--- config.mk ---
export PLATFORM = sky130hd
export DESIGN_NAME = cbs_ctrl
export DESIGN_NICKNAME = d
export VERILOG_FILES = /design/src/hdl/cbs_pkg.sv /design/src/hdl/cbs_ctrl.sv
export SDC_FILE = /design/constraint.sdc
export NUM_CORES = 1
export LEC_CHECK = 0
export ABC_AREA = 1
export BUFFER_PORTS_ARGS = -buffer_cell sky130_fd_sc_hd__buf_2
export CORE_AREA = 2 2 39 41
export DETAILED_ROUTE_END_ITERATION = 12
export DIE_AREA = 0 0 41 43
export PLACE_DENSITY = 0.72
export SETUP_SLACK_MARGIN = 0.02
export SKIP_CTS_REPAIR_TIMING = 1
export SLEW_MARGIN = 20
export SYNTH_ARGS = -nofsm -noshare
export SYNTH_HDL_FRONTEND = slang
export SYNTH_SLANG_ARGS = --single-unit
--- constraint.sdc ---
create_clock -name clk -period 1 [get_ports clk]
set_input_delay 0.15 -clock clk [delete_from_list [all_inputs] [get_ports clk]]
set_output_delay 0.15 -clock clk [all_outputs]
set_load 0.01 [all_outputs]
--- src/hdl/cbs_pkg.sv ---
// ----------------------------------------------------------------------------
// cbs_pkg
// types and constants shared by the cubic bezier sampler modules
// ----------------------------------------------------------------------------
package cbs_pkg;

  localparam int TW = 17;
  localparam int CORDIC_ITERS = 30;
  localparam logic signed [15:0] PI_Q13 = 16'sd25736;
  localparam logic signed [15:0] HALF_PI_Q13 = 16'sd12868;

  typedef enum logic [3:0] {
    ST_IDLE,
    ST_DIV,
    ST_WGT,
    ST_MIX,
    ST_NORM,
    ST_CORD,
    ST_EMIT
  } cbs_state_t;

  typedef struct packed {
    logic load;
    logic div_start;
    logic wgt_step;
    logic mix_step;
    logic norm_step;
    logic cord_step;
    logic emit;
    logic next_sample;
  } cbs_cmd_t;

  typedef struct packed {
    logic div_done;
    logic wgt_done;
    logic mix_done;
    logic norm_done;
    logic cord_done;
    logic last;
  } cbs_sts_t;

  function automatic logic [31:0] atan_q30(input logic [4:0] i);
    logic [31:0] r;
    case (i)
      5'd0: r = 32'd843314857;
      5'd1: r = 32'd497837829;
      5'd2: r = 32'd263043837;
      5'd3: r = 32'd133525159;
      5'd4: r = 32'd67021687;
      5'd5: r = 32'd33543516;
      5'd6: r = 32'd16775851;
      5'd7: r = 32'd8388437;
      5'd8: r = 32'd4194283;
      5'd9: r = 32'd2097149;
      default: r = 32'd1 << (5'd30 - i);
    endcase
    return r;
  endfunction

endpackage

--- src/hdl/cbs_ctrl.sv ---
// ----------------------------------------------------------------------------
// cbs_ctrl
// sequencer: divide, weights, mix, normalize, cordic, emit per sample
// ----------------------------------------------------------------------------
module cbs_ctrl (
  input  logic            clk,
  input  logic            rst_n,
  input  logic            start,
  input  logic [6:0]      in_point_count,
  output logic            busy,
  output cbs_pkg::cbs_cmd_t cmd,
  input  cbs_pkg::cbs_sts_t sts
);
  import cbs_pkg::*;

  cbs_state_t state_r, state_nxt;

  always_ff @(posedge clk) begin
    if (!rst_n) begin
      state_r <= ST_IDLE;
    end else begin
      state_r <= state_nxt;
    end
  end

  always_comb begin
    state_nxt = state_r;
    cmd = '0;
    busy = (state_r != ST_IDLE);
    unique case (state_r)
      ST_IDLE: begin
        if (start && in_point_count != 7'd0) begin
          cmd.load = 1'b1;
          state_nxt = ST_DIV;
        end
      end
      ST_DIV: begin
        cmd.div_start = 1'b1;
        state_nxt = ST_WGT;
      end
      ST_WGT: begin
        cmd.wgt_step = 1'b1;
        if (sts.div_done && sts.wgt_done) state_nxt = ST_MIX;
      end
      ST_MIX: begin
        cmd.mix_step = 1'b1;
        if (sts.mix_done) state_nxt = ST_NORM;
      end
      ST_NORM: begin
        cmd.norm_step = 1'b1;
        if (sts.norm_done) state_nxt = ST_CORD;
      end
      ST_CORD: begin
        cmd.cord_step = 1'b1;
        if (sts.cord_done) state_nxt = ST_EMIT;
      end
      ST_EMIT: begin
        cmd.emit = 1'b1;
        cmd.next_sample = 1'b1;
        state_nxt = sts.last ? ST_IDLE : ST_DIV;
      end
      default: state_nxt = ST_IDLE;
    endcase
  end

endmodule

### Word-level counts from Yosys, hierarchy flattened

Index checks and enable logic that the tools add are counted.

* equality and inequality tests: 11
* reduce and logical (&&, ||, !) cells: 6
* multiplexer cells: 15

Operators by type and width (number)
* $pmux W4 S7: 1
* $mux W4: 5
* $eq A4 B3 Y1 const B: 3
* $ne A2 B2 Y1 const B: 5
* $eq A4 B2 Y1 const B: 2
* $mux W1: 8
* $reduce_bool A7 Y1: 1
* $reduce_and A5 Y1: 1
* $eq A4 B1 Y1 const B: 1
* $logic_not A4 Y1: 1
* $reduce_bool A4 Y1: 1
* $logic_and A1 B1 Y1: 2
* $mux W2: 1

* register bits after elaboration: 4
* word-level logic and storage cells: 33
* output and inout port bits: 9
* input port bits: 16

### Longest topological paths before layout

* word-level depth: 4
* depth in mapped cells: 9
* depth with buffers taken out: 8

### Least setup slack after synthesis

OpenSTA, ideal clock, no wires.

* path type: reg2out
* from: register state_r[1]
* to: output cmd[1] (netlist name)
* required time: 0.850 ns
* slack: -0.195 ns
* stages on the path, launching flop included: 5
* buffers on the path: 2
* arrival time: 1.045 ns
* path through: dfxtp_1 buf_6 inv_2 nor3_1 buf_4

RTL lines
* start: declaration: RTL line cbs_ctrl.sv:16 `cbs_state_t state_r, state_nxt;`
* start signal: assignment: RTL line cbs_ctrl.sv:22 `state_r <= state_nxt;`
* end: declaration: RTL line cbs_ctrl.sv:11 `output cbs_pkg::cbs_cmd_t cmd,`

==> impl_metrics.json <==
{
  "outcome": "complete, but fails checks",
  "violations": "setup timing",
  "max_freq_ghz": 0.780,
  "critPathCaptureType": "output pin",
  "reg2reg_depth": 7,
  "synth.avg_cell_area_um2": 6.52,
  "fin_util_pct": 46.2,
  "grt_pass1_vias": 373,
  "drive_gt1_share_pct": 66.7,
  "top_regs": "state_r (3)",
  "pwr-share-comb_pct": 72.5,
  "fp.dieW_um": 41,
  "arrival_ps": 1130,
  "period_needed_ps": 1280,
  "tns_ps": -2590,
  "worstMarginPinSlew_ps": 185,
  "fillers": 144,
  "start_kind": "register",
  "vias": 473,
  "post-route-period-util_pct": 128,
  "ys_seq_elements": 3,
  "h-tree-depth": 1,
  "gp_congestion": 0.817,
  "p_switching_w": 0.00105,
  "portBuffers": 24,
  "whs_path_depth": 3,
  "num_antenna_cells": 0,
  "drv_slew": 0,
  "ios": 25,
  "regArea_um2": 71.3,
  "grt_overflow": 0,
  "critPathRequiredTime_ps": 850,
  "vias_per_cell": 4.46,
  "grt_setup_unrepaired": "true",
  "synth_nets": 73,
  "layout_common_cells": "23 x buf_2, 9 x nor2_1, 6 x buf_4",
  "crit_type": "reg -> out",
  "grt_pass1_wl_mm": 1.37,
  "slew_headroom_pct": 87.6,
  "grt_usage_pct": 11.8,
  "drc": 0,
  "gr-usage-met1_pct": 12.8,
  "fin_nets": 107,
  "leakagePower_nw": 0.352,
  "drt_iter0_markers": 2,
  "finalSetupViolCount": 12,
  "instances_no_fill": 106,
  "grt_use_met2_pct": 17.8,
  "rows": 14,
  "r2r_end": "state_r[1]$_SDFFE_PN0P_",
  "path_max_fanout": 8,
  "ant_nets": 0,
  "layout_commonest_cell": "buf_2",
  "yosysSeqAreaShare_pct": 16.2,
  "cts_buffers": 3,
  "grt_start_max_net_pins": 10,
  "swShare_pct": 48.4,
  "start_util_pct": 26.9,
  "power_frac_seq_pct": 17.2,
  "cts.sinks": 3,
  "clock_path_buffers": 2,
  "area_growth_syn_to_layout_pct": 72.1,
  "largest_register_ffs": 3,
  "powerDensity_mw_per_mm2": 3380,
  "fin_ws_ps": -281,
  "drv_cap": 0,
  "clock-root-buffer": "clkbuf_4",
  "hold_violations": 0,
  "reg2reg_from": "state_r[2]$_SDFFE_PN0P_",
  "largest_register": "state_r",
  "wire_per_inst_um": 9.64,
  "total_power_w": 0.00216,
  "min_from": "rst_n",
  "stdcell_area_um2": 639,
  "gr-max-usage-layer": "met2",
  "totalWireLength_mm": 1.02,
  "clk_latency_ps": 240,
  "post_dp_cell_area_um2": 526,
  "p_clk_share_pct": 10.3,
  "r2r_slack_ps": -220,
  "hpwl_um": 701,
  "drt_first_pass_iters": 4,
  "post-place-cells": 98,
  "syn-cell-area_um2": 372,
  "path_clk_slew_ps": 40,
  "multi_input_area_um2": 284,
  "grt_use_met3_pct": 1.57,
  "ir_drop_mv": 1.76,
  "grt_antenna_before_repair": 0,
  "hold_path.class": "in -> reg",
  "ys_types": 18,
  "min_to": "state_r[1]$_SDFFE_PN0P_",
  "final.setup_skew_ps": 9.07,
  "die-area_mm2": 0.00176,
  "die_y_um": 43,
  "design.core.area_mm2": 0.00138,
  "cts_tree": "built",
  "yosys_warnings": 0,
  "p_int_w": 0.00111,
  "syn_inst": 57
}
routing by layer:
metal,part of all wire [%],vias up,wire length [µm]
met3,6.8,2,70
met4,1.2,0,12
met5,0,-,0
met1,40,199,405
met2,52,25,533
li1,-,247,-
synthesized netlist by cell type:
cell type | n | area [µm²]
a31o_1 | 1 | 8.76
nor2_8 | 1 | 20.0
nor2_4 | 3 | 33.8
nand2_1 | 7 | 26.3
nor2_2 | 1 | 6.26
nand2_4 | 1 | 11.3
nor2_1 | 10 | 37.5
o21ai_1 | 1 | 5.00
buf_6 | 3 | 33.8
nand3_1 | 5 | 25.0
inv_2 | 3 | 11.3
nor3_1 | 2 | 10.0
inv_1 | 5 | 18.8
dfxtp_1 | 3 | 60.1
buf_4 | 1 | 7.51
nand4_1 | 1 | 6.26
nand2_2 | 4 | 25.0
a21oi_1 | 5 | 25.0
worst max-delay path by stage:
stage               depth (start not counted)                      end               startpoint  slack (ps)
CTS                                         4                   cmd[1]  state_r[1]$_SDFFE_PN0P_        -400
finish                                      6                   cmd[7]  state_r[2]$_SDFFE_PN0P_        -280
detailed placement                          7  state_r[0]$_SDFFE_PN0P_  state_r[0]$_SDFFE_PN0P_        -210
global placement                            6  state_r[0]$_SDFFE_PN0P_  state_r[1]$_SDFFE_PN0P_        -170
floorplan                                   8  state_r[0]$_SDFFE_PN0P_  state_r[0]$_SDFFE_PN0P_         -70
global route                                6                   cmd[7]  state_r[2]$_SDFFE_PN0P_        -340
cell families (layout without fill, tap and decap cells):
logic type	after synthesis	count (layout)	share of synthesized area [%]
and+or+nand+nor	35	35	54.2
buffers and inverters	12	45	19.2
AOI/OAI and AO/OA	7	7	10.4
DFF	3	3	16.2
stage by stage:
stage / setup WS (ps) / hold WS (ps)
floorplan: -69.6 / 276
global placement: -175 / 408
detailed placement: -212 / 408
CTS: -395 / 156
global route: -343 / 162
finish: -281 / 157
cell type report:
cell class	count	share of cell area (%)
multi-input cells	42	44.4
repair buffers	33	32.1
flip-flops and latches	3	11.2
inverters	8	5.09
clock buffers	4	4.11
well taps	16	3.13
worst max-delay path, cell delays in order, from the launching register on:
cell	delay, ps
dfxtp_4	370
nor2_4	120
inv_2	60
nor2_4	110
inv_2	40
nor2_1	70
buf_2	130
power groups by stage:
| stage | clock (W) | combinational (W) | sequential, W |
|---|---|---|---|
| global placement | 0 | 0.00126 | 0.000287 |
| floorplan | 0 | 0.00103 | 0.000206 |
| finish | 0.000222 | 0.00157 | 0.000372 |
| detailed placement | 0 | 0.00128 | 0.000292 |
| CTS | 0.000234 | 0.00129 | 0.000289 |
| global route | 0.000239 | 0.00171 | 0.000382 |
No activity file was read; power rests on OpenSTA's default activity.
